**src/design/als_pkg.sv**
```systemverilog
// Shared types and constants for the activity lamp and power sequencer.
package als_pkg;

  // Lamp count is fixed by the 4-bit lamp mask: tx and rx lamp per channel.
  localparam int unsigned LampCount = 4;

  // Register reset values.
  localparam logic [15:0] HoldReset   = 16'd50;
  localparam logic [15:0] SettleReset = 16'd4;
  localparam logic [15:0] PollReset   = 16'd10;

  // Event codes; the two remaining codes change nothing.
  typedef enum logic [2:0] {
    OP_TICK     = 3'd0,
    OP_TX_START = 3'd1,
    OP_TX_DONE  = 3'd2,
    OP_RX       = 3'd3,
    OP_BUS_STOP = 3'd4,
    OP_REBOOT   = 3'd5
  } op_e;

  // Configuration register indexes; the fourth index writes nothing.
  typedef enum logic [1:0] {
    CFG_HOLD   = 2'd0,
    CFG_SETTLE = 2'd1,
    CFG_POLL   = 2'd2
  } cfg_idx_e;

  typedef struct packed {
    logic [2:0]  opcode;
    logic [1:0]  channel;
    logic [15:0] rx_bytes;
    logic        host_configured;
  } in_t;

  typedef struct packed {
    logic [3:0] lamp_mask;
    logic       lamps_enabled;
    logic       power_on;
    logic       target_ready;
  } out_t;

  typedef struct packed {
    logic [15:0] hold_ticks;
    logic [15:0] settle_ticks;
    logic [15:0] poll_ticks;
  } cfg_t;

endpackage

```
**src/design/activity_lamp_power_sequencer.sv**
```systemverilog
// Activity lamp and target power sequencer: one status transfer out per event transfer in.
// Takes one event per clock while the output is not stalled, and returns one status word
// for each: an input register feeds a combinational state update whose outputs land in
// an output register. With the output side never stalling, the sustained rate is one
// event per cycle; a stall on the output holds one status word and one waiting event,
// after which in_stall_o is raised. Configuration writes take effect on the next event.
module activity_lamp_power_sequencer #(
  parameter int unsigned CHANNELS  = 2,
  parameter int unsigned TIME_BITS = 32
) (
  input  logic          clk_i,
  input  logic          rst_ni,
  input  logic          cfg_we_i,
  input  logic [1:0]    cfg_index_i,
  input  logic [15:0]   cfg_data_i,
  input  logic          in_valid_i,
  output logic          in_stall_o,
  input  als_pkg::in_t  in_data_i,
  output logic          out_valid_o,
  input  logic          out_stall_i,
  output als_pkg::out_t out_data_o
);

  als_pkg::cfg_t cfg;
  als_pkg::in_t  in_q;
  als_pkg::out_t out_q;
  als_pkg::out_t result;
  logic          in_vld_q;
  logic          out_vld_q;
  logic          out_free;
  logic          step;
  logic          in_take;

  als_cfg u_cfg (
    .clk_i       (clk_i),
    .rst_ni      (rst_ni),
    .cfg_we_i    (cfg_we_i),
    .cfg_index_i (cfg_index_i),
    .cfg_data_i  (cfg_data_i),
    .cfg_o       (cfg)
  );

  als_core #(
    .CHANNELS  (CHANNELS),
    .TIME_BITS (TIME_BITS)
  ) u_core (
    .clk_i    (clk_i),
    .rst_ni   (rst_ni),
    .step_i   (step),
    .item_i   (in_q),
    .cfg_i    (cfg),
    .result_o (result)
  );

  // Pipeline flow control
  assign out_free   = !out_vld_q || !out_stall_i;
  assign step       = in_vld_q && out_free;
  assign in_stall_o = in_vld_q && !out_free;
  assign in_take    = in_valid_i && !in_stall_o;

  always_ff @(posedge clk_i or negedge rst_ni) begin
    if (!rst_ni) begin
      in_vld_q  <= 1'b0;
      out_vld_q <= 1'b0;
    end else begin
      if (in_take) begin
        in_vld_q <= 1'b1;
      end else if (step) begin
        in_vld_q <= 1'b0;
      end
      if (step) begin
        out_vld_q <= 1'b1;
      end else if (!out_stall_i) begin
        out_vld_q <= 1'b0;
      end
    end
  end

  // Capture the event and the status word
  always_ff @(posedge clk_i) begin
    if (in_take) begin
      in_q <= in_data_i;
    end
    if (step) begin
      out_q <= result;
    end
  end

  assign out_valid_o = out_vld_q;
  assign out_data_o  = out_q;

endmodule

```
**src/design/als_cfg.sv**
```systemverilog
// Configuration registers: hold, settle and poll periods in ticks.
module als_cfg (
  input  logic              clk_i,
  input  logic              rst_ni,
  input  logic              cfg_we_i,
  input  logic [1:0]        cfg_index_i,
  input  logic [15:0]       cfg_data_i,
  output als_pkg::cfg_t     cfg_o
);

  als_pkg::cfg_t cfg_q, cfg_d;

  // Decode the register index
  always_comb begin
    cfg_d = cfg_q;
    if (cfg_we_i) begin
      case (als_pkg::cfg_idx_e'(cfg_index_i))
        als_pkg::CFG_HOLD:   cfg_d.hold_ticks   = cfg_data_i;
        als_pkg::CFG_SETTLE: cfg_d.settle_ticks = cfg_data_i;
        als_pkg::CFG_POLL:   cfg_d.poll_ticks   = cfg_data_i;
        default:             cfg_d = cfg_q;
      endcase
    end
  end

  always_ff @(posedge clk_i or negedge rst_ni) begin
    if (!rst_ni) begin
      cfg_q.hold_ticks   <= als_pkg::HoldReset;
      cfg_q.settle_ticks <= als_pkg::SettleReset;
      cfg_q.poll_ticks   <= als_pkg::PollReset;
    end else begin
      cfg_q <= cfg_d;
    end
  end

  assign cfg_o = cfg_q;

endmodule

```
**src/design/als_core.sv**
```systemverilog
// Sequencer state and the combinational update for one event.
module als_core #(
  parameter int unsigned CHANNELS  = 2,
  parameter int unsigned TIME_BITS = 32
) (
  input  logic          clk_i,
  input  logic          rst_ni,
  input  logic          step_i,
  input  als_pkg::in_t  item_i,
  input  als_pkg::cfg_t cfg_i,
  output als_pkg::out_t result_o
);

  localparam logic [2:0] ChanLimit = 3'(CHANNELS);

  logic [TIME_BITS-1:0] time_q, time_d;
  logic [15:0]          poll_q, poll_d;
  logic [TIME_BITS-1:0] last_q [als_pkg::LampCount];
  logic [TIME_BITS-1:0] last_d [als_pkg::LampCount];
  logic [3:0]           valid_q, valid_d;
  logic [3:0]           infl_q, infl_d;
  logic                 pwr_q, pwr_d;
  logic [TIME_BITS-1:0] start_q, start_d;
  logic                 ready_q, ready_d;
  logic                 reboot_q, reboot_d;
  logic [3:0]           mask_q, mask_d;
  logic                 en_q, en_d;

  logic [TIME_BITS-1:0] tick_time;
  logic [TIME_BITS-1:0] settle_el;
  logic [TIME_BITS-1:0] hold_ext;
  logic [TIME_BITS-1:0] settle_ext;
  logic [TIME_BITS-1:0] lamp_el [als_pkg::LampCount];
  logic [15:0]          poll_inc;
  logic [3:0]           lit;
  logic                 eval_run;
  logic                 ready_eval;
  logic                 host_ok;
  logic                 allowed;
  logic                 ch_ok;
  logic [1:0]           tx_idx;
  logic [1:0]           rx_idx;

  // Timing compares, all against the time or poll count after this tick
  always_comb begin
    tick_time  = time_q + TIME_BITS'(1);
    poll_inc   = poll_q + 16'd1;
    eval_run   = (poll_inc >= cfg_i.poll_ticks);
    hold_ext   = TIME_BITS'(cfg_i.hold_ticks);
    settle_ext = TIME_BITS'(cfg_i.settle_ticks);
    settle_el  = tick_time - start_q;
    ready_eval = pwr_q && (ready_q || (settle_el >= settle_ext));
    for (int i = 0; i < als_pkg::LampCount; i++) begin
      lamp_el[i] = tick_time - last_q[i];
      lit[i]     = infl_q[i] || (valid_q[i] && (lamp_el[i] < hold_ext));
    end
  end

  // Event qualifiers
  always_comb begin
    host_ok = item_i.host_configured;
    allowed = ready_q && host_ok && !reboot_q;
    ch_ok   = ({1'b0, item_i.channel} < ChanLimit);
    tx_idx  = {item_i.channel[0], 1'b0};
    rx_idx  = {item_i.channel[0], 1'b1};
  end

  // Next state for one event
  always_comb begin
    time_d   = time_q;
    poll_d   = poll_q;
    last_d   = last_q;
    valid_d  = valid_q;
    infl_d   = infl_q;
    pwr_d    = pwr_q;
    start_d  = start_q;
    ready_d  = ready_q;
    reboot_d = reboot_q;
    mask_d   = mask_q;
    en_d     = en_q;
    case (als_pkg::op_e'(item_i.opcode))
      als_pkg::OP_TICK: begin
        time_d = tick_time;
        poll_d = eval_run ? 16'd0 : poll_inc;
        if (eval_run) begin
          if (!host_ok || reboot_q) begin
            pwr_d   = 1'b0;
            ready_d = 1'b0;
            valid_d = '0;
            infl_d  = '0;
            mask_d  = '0;
            en_d    = 1'b0;
          end else begin
            // Request power first; declare ready on a later poll
            pwr_d   = 1'b1;
            if (!pwr_q) begin
              start_d = tick_time;
            end
            ready_d = ready_eval;
            if (ready_eval) begin
              mask_d  = lit;
              valid_d = valid_q & lit;
            end else begin
              mask_d  = '0;
            end
            en_d    = 1'b1;
          end
        end
      end
      als_pkg::OP_TX_START: begin
        if (ch_ok && allowed) begin
          infl_d[tx_idx]  = 1'b1;
          valid_d[tx_idx] = 1'b1;
          last_d[tx_idx]  = time_q;
        end
      end
      als_pkg::OP_TX_DONE: begin
        if (ch_ok && infl_q[tx_idx]) begin
          infl_d[tx_idx] = 1'b0;
          last_d[tx_idx] = time_q;
        end
      end
      als_pkg::OP_RX: begin
        if (ch_ok && (item_i.rx_bytes != 16'd0) && allowed) begin
          valid_d[rx_idx] = 1'b1;
          last_d[rx_idx]  = time_q;
        end
      end
      als_pkg::OP_BUS_STOP, als_pkg::OP_REBOOT: begin
        if (als_pkg::op_e'(item_i.opcode) == als_pkg::OP_REBOOT) begin
          reboot_d = 1'b1;
        end
        pwr_d   = 1'b0;
        ready_d = 1'b0;
        valid_d = '0;
        infl_d  = '0;
        mask_d  = '0;
        en_d    = 1'b0;
      end
      default: begin
        time_d = time_q;
      end
    endcase
  end

  // Hold state; advance only on a processed event
  always_ff @(posedge clk_i or negedge rst_ni) begin
    if (!rst_ni) begin
      time_q   <= '0;
      poll_q   <= '0;
      valid_q  <= '0;
      infl_q   <= '0;
      pwr_q    <= 1'b0;
      ready_q  <= 1'b0;
      reboot_q <= 1'b0;
      mask_q   <= '0;
      en_q     <= 1'b0;
    end else if (step_i) begin
      time_q   <= time_d;
      poll_q   <= poll_d;
      valid_q  <= valid_d;
      infl_q   <= infl_d;
      pwr_q    <= pwr_d;
      ready_q  <= ready_d;
      reboot_q <= reboot_d;
      mask_q   <= mask_d;
      en_q     <= en_d;
    end
  end

  // Timestamps are read only behind their valid or request flags
  always_ff @(posedge clk_i) begin
    if (step_i) begin
      last_q  <= last_d;
      start_q <= start_d;
    end
  end

  assign result_o.lamp_mask     = mask_d;
  assign result_o.lamps_enabled = en_d;
  assign result_o.power_on      = pwr_d;
  assign result_o.target_ready  = ready_d;

endmodule

```
**config.mk**
```make
export PLATFORM = sky130hd
export DESIGN_NAME = activity_lamp_power_sequencer
export DESIGN_NICKNAME = d
export VERILOG_FILES = /design/src/design/als_pkg.sv /design/src/design/activity_lamp_power_sequencer.sv /design/src/design/als_cfg.sv /design/src/design/als_core.sv
export SDC_FILE = /design/constraint.sdc
export NUM_CORES = 1
export LEC_CHECK = 0
export ABC_AREA = 0
export BUFFER_PORTS_ARGS = -buffer_cell sky130_fd_sc_hd__buf_2
export CORE_UTILIZATION = 61
export CTS_CLUSTER_SIZE = 10
export DETAILED_ROUTE_END_ITERATION = 12
export PLACE_DENSITY = 0.78
export REMOVE_ABC_BUFFERS = 1
export SKIP_CTS_REPAIR_TIMING = 1
export SLEW_MARGIN = 30
export SYNTH_ARGS = -nofsm -noshare
export SYNTH_HDL_FRONTEND = slang
export SYNTH_HIERARCHICAL = 1
export SYNTH_SLANG_ARGS = --single-unit
```
**constraint.sdc**
```tcl
create_clock -name clk_i -period 7.25 [get_ports clk_i]
set_clock_uncertainty 0.2 [all_clocks]
set_input_delay 0.725 -clock clk_i [delete_from_list [all_inputs] [get_ports clk_i]]
set_output_delay 0.725 -clock clk_i [all_outputs]
set_load 0.01 [all_outputs]
```
Word level (Yosys, flattened, before mapping)
Cells that the tools add are included.
{"block": "classes", "add_sub_neg": 7, "muxes": 44, "n_bitwise": 10, "eq_ne": 14, "reduce_logical": 48, "n_lt_le_gt_ge": 15}
{"cell": "128-bit 2-to-1 mux", "n": 3}
{"cell": "128-bit one-hot mux with 3 select lines", "n": 1}
{"cell": "128-bit bitwise mux", "n": 2}
{"cell": "32-bit subtractor", "n": 5}
{"cell": "32-bit demux with 2-bit select", "n": 2}
{"cell": "32-bit by 16-bit < comparator with 1-bit output", "n": 4}
{"cell": "32-bit 2-to-1 mux", "n": 2}
{"cell": "4-bit 2-to-1 mux", "n": 12}
{"cell": "32-bit by 1-bit adder with 32-bit output (second input constant)", "n": 1}
{"cell": "32-bit by 16-bit >= comparator with 1-bit output", "n": 1}
{"cell": "4-bit one-hot mux with 4 select lines", "n": 2}
{"cell": "1-bit logical AND", "n": 18}
{"cell": "16-bit by 1-bit adder with 16-bit output (second input constant)", "n": 1}
{"cell": "16-bit >= comparator", "n": 1}
{"cell": "16-bit 2-to-1 mux", "n": 1}
{"cell": "16-bit nonzero test", "n": 1}
{"cell": "1-bit 2-to-1 mux", "n": 13}
{"cell": "2-bit by 1-bit != test with 1-bit output (second input constant)", "n": 6}
{"cell": "6-bit AND reduction", "n": 2}
{"cell": "5-bit AND reduction", "n": 2}
{"cell": "4-bit AND", "n": 2}
{"cell": "4-bit by 3-bit OR with 4-bit output", "n": 2}
{"cell": "4-bit one-hot mux with 2 select lines", "n": 1}
{"cell": "2-bit AND reduction", "n": 4}
{"cell": "other kinds (26)", "n": 49}
{"block": "word_totals", "input_bits": 45, "regBits": 303}

Depth between registers and ports, before layout
{"block": "depth", "ltp_word": 10, "depth_mapped": 26, "depth_no_buf": 26}

Cells and area by module
The synthesis kept the hierarchy.
{"mod": "als_core", "cells_each": 2542, "instances": 1, "seq_area_each_um2": 6356.1, "area_each_um2": 21555.7}
{"mod": "als_cfg", "cells_each": 102, "instances": 1, "seq_area_each_um2": 1208.7, "area_each_um2": 1823.0}
{"mod": "activity_lamp_power_sequencer", "cells_each": 37, "instances": 1, "seq_area_each_um2": 920.9, "area_each_um2": 963.4}

Least setup slack after synthesis
No wires, ideal clock.
{"block": "synth_path", "kind": "register -> register", "from": "register u_core.poll_q[0]", "to": "register u_core.start_q[0], enable pin", "path_slack_ns": 1.404, "t_arrival_ns": 5.184, "stages_incl_launch_ff": 16, "path_buffers": 2, "t_required_ns": 6.589, "setup_time_ns": 0.461, "path_cell_list": "dfrtp_1 -> ha_1 -> and3_1 -> and3_1 -> and3_1 -> nand3_1 -> xnor2_1 -> ha_1 -> nand4_1 -> nor3_1 -> a21oi_1 -> nor2_1 -> clkbuf_1 -> clkbuf_1 -> nand2_1 -> nor3_1"}
{"block": "synth_via", "elab_chain_len": 3}
{"element": "start: declaration", "line_no": "als_core.sv:17", "text": "logic [15:0] poll_q, poll_d;"}
{"element": "start signal: assignment", "line_no": "als_core.sv:160", "text": "poll_q <= poll_d;"}
{"element": "16-bit by 1-bit adder with 16-bit output", "line_no": "als_core.sv:47", "text": "poll_inc = poll_q + 16'd1;"}
{"element": "16-bit >= comparator", "line_no": "als_core.sv:48", "text": "eval_run = (poll_inc >= cfg_i.poll_ticks);"}
{"element": "5-bit AND reduction (no line)"}
{"element": "end signal: assignment", "line_no": "als_core.sv:175", "text": "start_q <= start_d;"}
{"element": "end: declaration", "line_no": "als_core.sv:23", "text": "logic [TIME_BITS-1:0] start_q, start_d;"}
No other way between the ends.
A chain may end at the register's enable or synchronous reset.

==> results <==
- The region available for standard cell placement spans 39000 sq um.
- For this run, the post-layout net count is 3014.
- The number of design rule violations left after detail routing is 0.
- The max-slew violation total from the final report is 0.
- The setup slack of the critical path after layout is 0.274 ns.
- The detail route stage leaves a number of antenna-violating nets equal to 0.
- The post-layout utilization of the core is 67.6%.
- For this run, the number of standard cells in the final layout without fillers is 3262.
- The top achievable clock speed is 143 MHz.
- The total wire length is 75.8 mm.
- Max-cap violations in this run came to 0.
- Counting distinct cell types in the post-synthesis netlist gives 102.
- The power density relative to cell area is 240 nW/um^2.
- The critical path start-end classification is reg -> reg.
- For this run, the number of Yosys warnings is 6.
- The class of the worst hold path is in -> async.
- The final setup violation count is 0.
- The final non-filler cell area is 26400 sq um.
- The setup total negative slack is 0 ns.
- For this configuration, the core starts out at a cell density of 62.4%.
- Using the TritonRoute via totals, the vias-per-cell ratio works out to 6.51.
- Once placement completed, the tool counted placed cells totaling 3192.
- The most used flip-flop cell after synthesis is edfxtp_1.
- Before antenna repair, the detailed router went through 6 iterations.
- The run finished with clean final reports.
- The share of total power dissipated in sequential elements is 31.8%.
- Routability-driven placement finished with a final weighted congestion of 1.02.
- After the first detailed-routing iteration, the DRC count stood at 2222.
- The number of enable flip-flop cells after synthesis is 189.
- In the final layout, the share of cells above drive strength 1 is 10.1%.
- The clock network fraction of total power is 28.1%.
- The global-route congestion overflow total is 0.
- The sequential fraction of the synthesis area is 34.9%.
- The post-synthesis sequential element count is 301.
- The worst supply voltage drop on vdd is 0.294 mV.
- The async set or reset register ratio after synthesis is 37.2%.
- The layout has 3032 filler cells.
- The number of buffer cells added on primary ports is 53.
- Compared with the post-synthesis result, the final layout area differs by 8.31%.
- The wire length of the first global-routing pass is 117 mm.
- The initialized floorplan defines 72 standard-cell rows.
- The average instance in the mapped netlist occupies 9.08 sq um.
- The number of antenna diodes in the final layout is 0.
- After clock tree synthesis, the clock-pin slew on the worst setup and hold paths is 0.06 ns.
- The clock net in this run drives a total of 301 sinks.
- Across every metal layer, demand over resource in global routing totals 37.3%.
- From left edge to right edge, the die measures 202 um.
- The number of vias after detailed routing is 21.3k.
- The actual transition at the worst max-transition pin is 1.08 ns.
- The analysis attributes to cell leakage a power of 12.2 nW.
- The per-cell routed wire length is 23.2 um.
- The kind of capture point of the worst setup path is a flip-flop.
- The number of buffers added by the clock tree synthesis step is 38.
- The clock root buffer master is clkbuf_16.
- The final critical-path share of the clock period is 96.2%.
- The remaining max-slew budget at the tightest pin is 27.7%.
- The endpoint required time on the critical path is 7.47 ns.
- Setup repair after global routing left no endpoint under its margin.
- The number of antenna violations at the first check in global routing was 1.
- The floorplan step set the die height to 202 um.
- The hold violation total from the final report is 0.
- Internal power comes to 4.03 mW.
- Entering global routing, the biggest net connects 67 pins.
- Summed over all nets, the half-perimeter wirelength after detailed placement is 58.3 mm.
- The number of buffers on the longest clock path is 3.
- In this run the worst path has a maximum fanout of 10.
- In this run, the combinational gates consume 40.1% of the power.
- In this run the cell area of the synthesized design comes to 24300 sq um.
- The tightest hold margin is 0.0339 ns.
- During I/O placement, the number of pins put on the boundary was 54.
- The cell count after synthesis is 2681.
- The switching part of the total power is 36.4%.
- The worst setup path is launched from a flip-flop.
- After layout, the design draws a total of 6.33 mW.
- The worst path needs 6.98 ns of the cycle, external delays included.
- The data arrival time at the worst-slack endpoint is 7.20 ns.
- After detailed placement, the total cell area comes to 25200 sq um.
- The TritonCTS clock tree is done.
- The later pin in the worst-skew pair is clocked with a latency of 0.55 ns.
- The H-tree was split into 2 levels.
- The number of global-route vias before repair is 20.9k.
- The power spent charging and discharging nets is 2.30 mW.
- The post-place setup slack is 0.141 ns.
- The die covers 40700 sq um.
layout make-up:
class                           count  area [sq um]  share of cell area [%]
Clock buffer                       62          1060                    4.02
Clock inverter                      7          82.6                   0.313
Timing Repair Buffer              105           662                    2.51
Inverter                          252           946                    3.59
Multi-Input combinational cell   2017         14500                    54.9
Tap cell                          518           648                    2.46
Sequential cell                   301          8490                    32.2
state kept, by name (all words and copies together) (netlist names):
signal           count
out_valid_o          1
u_core/en_q          1
u_core/ready_q       1
in_q                22
u_core/mask_q        4
u_cfg/cfg_o         48
u_core/time_q       32
u_core/pwr_q         1
in_vld_q             1
u_core/valid_q       4
out_data_o           7
u_core/reboot_q      1
u_core/start_q      32
u_core/poll_q       16
u_core/infl_q        2
u_core/last_q      128
synth_stat cells (all sizes together) (9+ instances only):
master   number  area, sq um
a2111oi      11          128
a211oi       25          188
a21boi       13         97.6
a21o         74          557
a21oi       184          921
a31oi        22          138
a41oi         9         78.8
and2         63          394
and3         85          532
and4         11         98.8
buf          22          135
clkbuf       89          348
dfrtp       106         2650
edfxtp      189         5680
ha          249         3120
inv         249          935
mux2         55          619
mux2i        11          110
nand2       191          717
nand2b       33          206
nand3        72          390
nand4        50          325
nor2        172          646
nor2b        25          156
nor3         70          362
nor4         20          161
o2111ai      14          129
o211ai       26          195
o21a         31          233
o21ai       137          686
o21bai       15          113
o221ai        9         78.8
o22ai         9         62.6
o311ai       10          103
o31ai        17          146
or2          13         81.3
or3          13         81.3
xnor2        95          832
xor2         80          701
layout by cell type (no fill, tap or decap), types with 15 or more instances in the layout:
cell type  count
a211oi_1      25
a21o_1        73
a21oi_1      184
a31oi_1       22
and2_1        62
and3_1        85
buf_2         52
buf_4         52
clkbuf_1      22
clkbuf_16     38
dfrtp_1      106
edfxtp_1     189
ha_1         249
inv_1        248
mux2_2        55
nand2_1      191
nand2b_1      33
nand3_1       69
nand4_1       48
nor2_1       167
nor2b_1       25
nor3_1        66
nor4_1        16
o211ai_1      26
o21a_1        31
o21ai_0      123
o21bai_1      15
o31ai_1       15
xnor2_1       94
xor2_1        80
critical path, cell delays in order (launching register included):
cell       delay [ns]
dfrtp_1          0.62
nand4_2          0.21
or2_2            0.40
nor2_1           0.15
xor2_1           0.49
buf_4            0.26
ha_1             0.31
o21a_1           0.21
o21ai_0          0.41
o22a_1           0.29
nand2_1          0.08
xnor2_1          0.13
ha_1             0.18
inv_1            0.05
o2111ai_1        0.25
nor4_2           0.62
o2111ai_1        0.19
a31oi_1          0.20
and4_1           0.24
o2111ai_1        0.11
nor4_1           0.51
nand4_1          0.20
nor3_1           0.32
a22o_1           0.19
metal layers:
metal | GRT usage (%) | wire [um] | vias to the layer above
li1 | - | - | 9821
met1 | 48.2 | 30800 | 10200
met2 | 60.3 | 34800 | 1045
met3 | 6.79 | 6640 | 196
met4 | 17.9 | 3500 | 2
met5 | 0 | 11 | -
power by group through the flow:
stage	Sequential (mW)	Clock, mW	Combinational [mW]
global placement	2.03	0	2.33
CTS	2.01	1.81	2.48
finish	2.01	1.78	2.54
detailed placement	2.04	0	2.44
floorplan	2.02	0	1.73
global route	2.02	1.87	2.78
kinds of logic after synthesis:
| kind of cell | after synthesis | synth area share (%) |
|---|---|---|
| AND/OR/NAND/NOR | 839 | 17.8 |
| AO/OA/AOI/OAI | 681 | 18.7 |
| buffers and inverters | 363 | 5.87 |
| flip-flops | 301 | 34.9 |
| adder cells (fa/ha/maj) | 254 | 13.2 |
| XOR/XNOR | 177 | 6.48 |
| multiplexers | 66 | 3.00 |
final timing paths:
path                                              start                             to  slack, ns  cells after the start
setup / recovery           u_core/time_q[6]$_DFFE_PN0P_        out_data_o[6]$_DFFE_PP_       0.27                     23
max in group asynchronous                        rst_ni    u_cfg/cfg_o[26]$_DFFE_PN0P_       5.48                      2
hold reg to reg            u_core/mask_q[0]$_DFFE_PN0P_   u_core/mask_q[0]$_DFFE_PN0P_       0.30                      2
min in group clk_i                         in_data_i[4]              in_q[4]$_DFFE_PP_       0.15                      1
setup reg to reg           u_core/time_q[6]$_DFFE_PN0P_        out_data_o[6]$_DFFE_PP_       0.27                     23
hold / removal                                   rst_ni  u_core/time_q[17]$_DFFE_PN0P_       0.03                      1
Note: power is estimated with default switching activity, not from simulation.
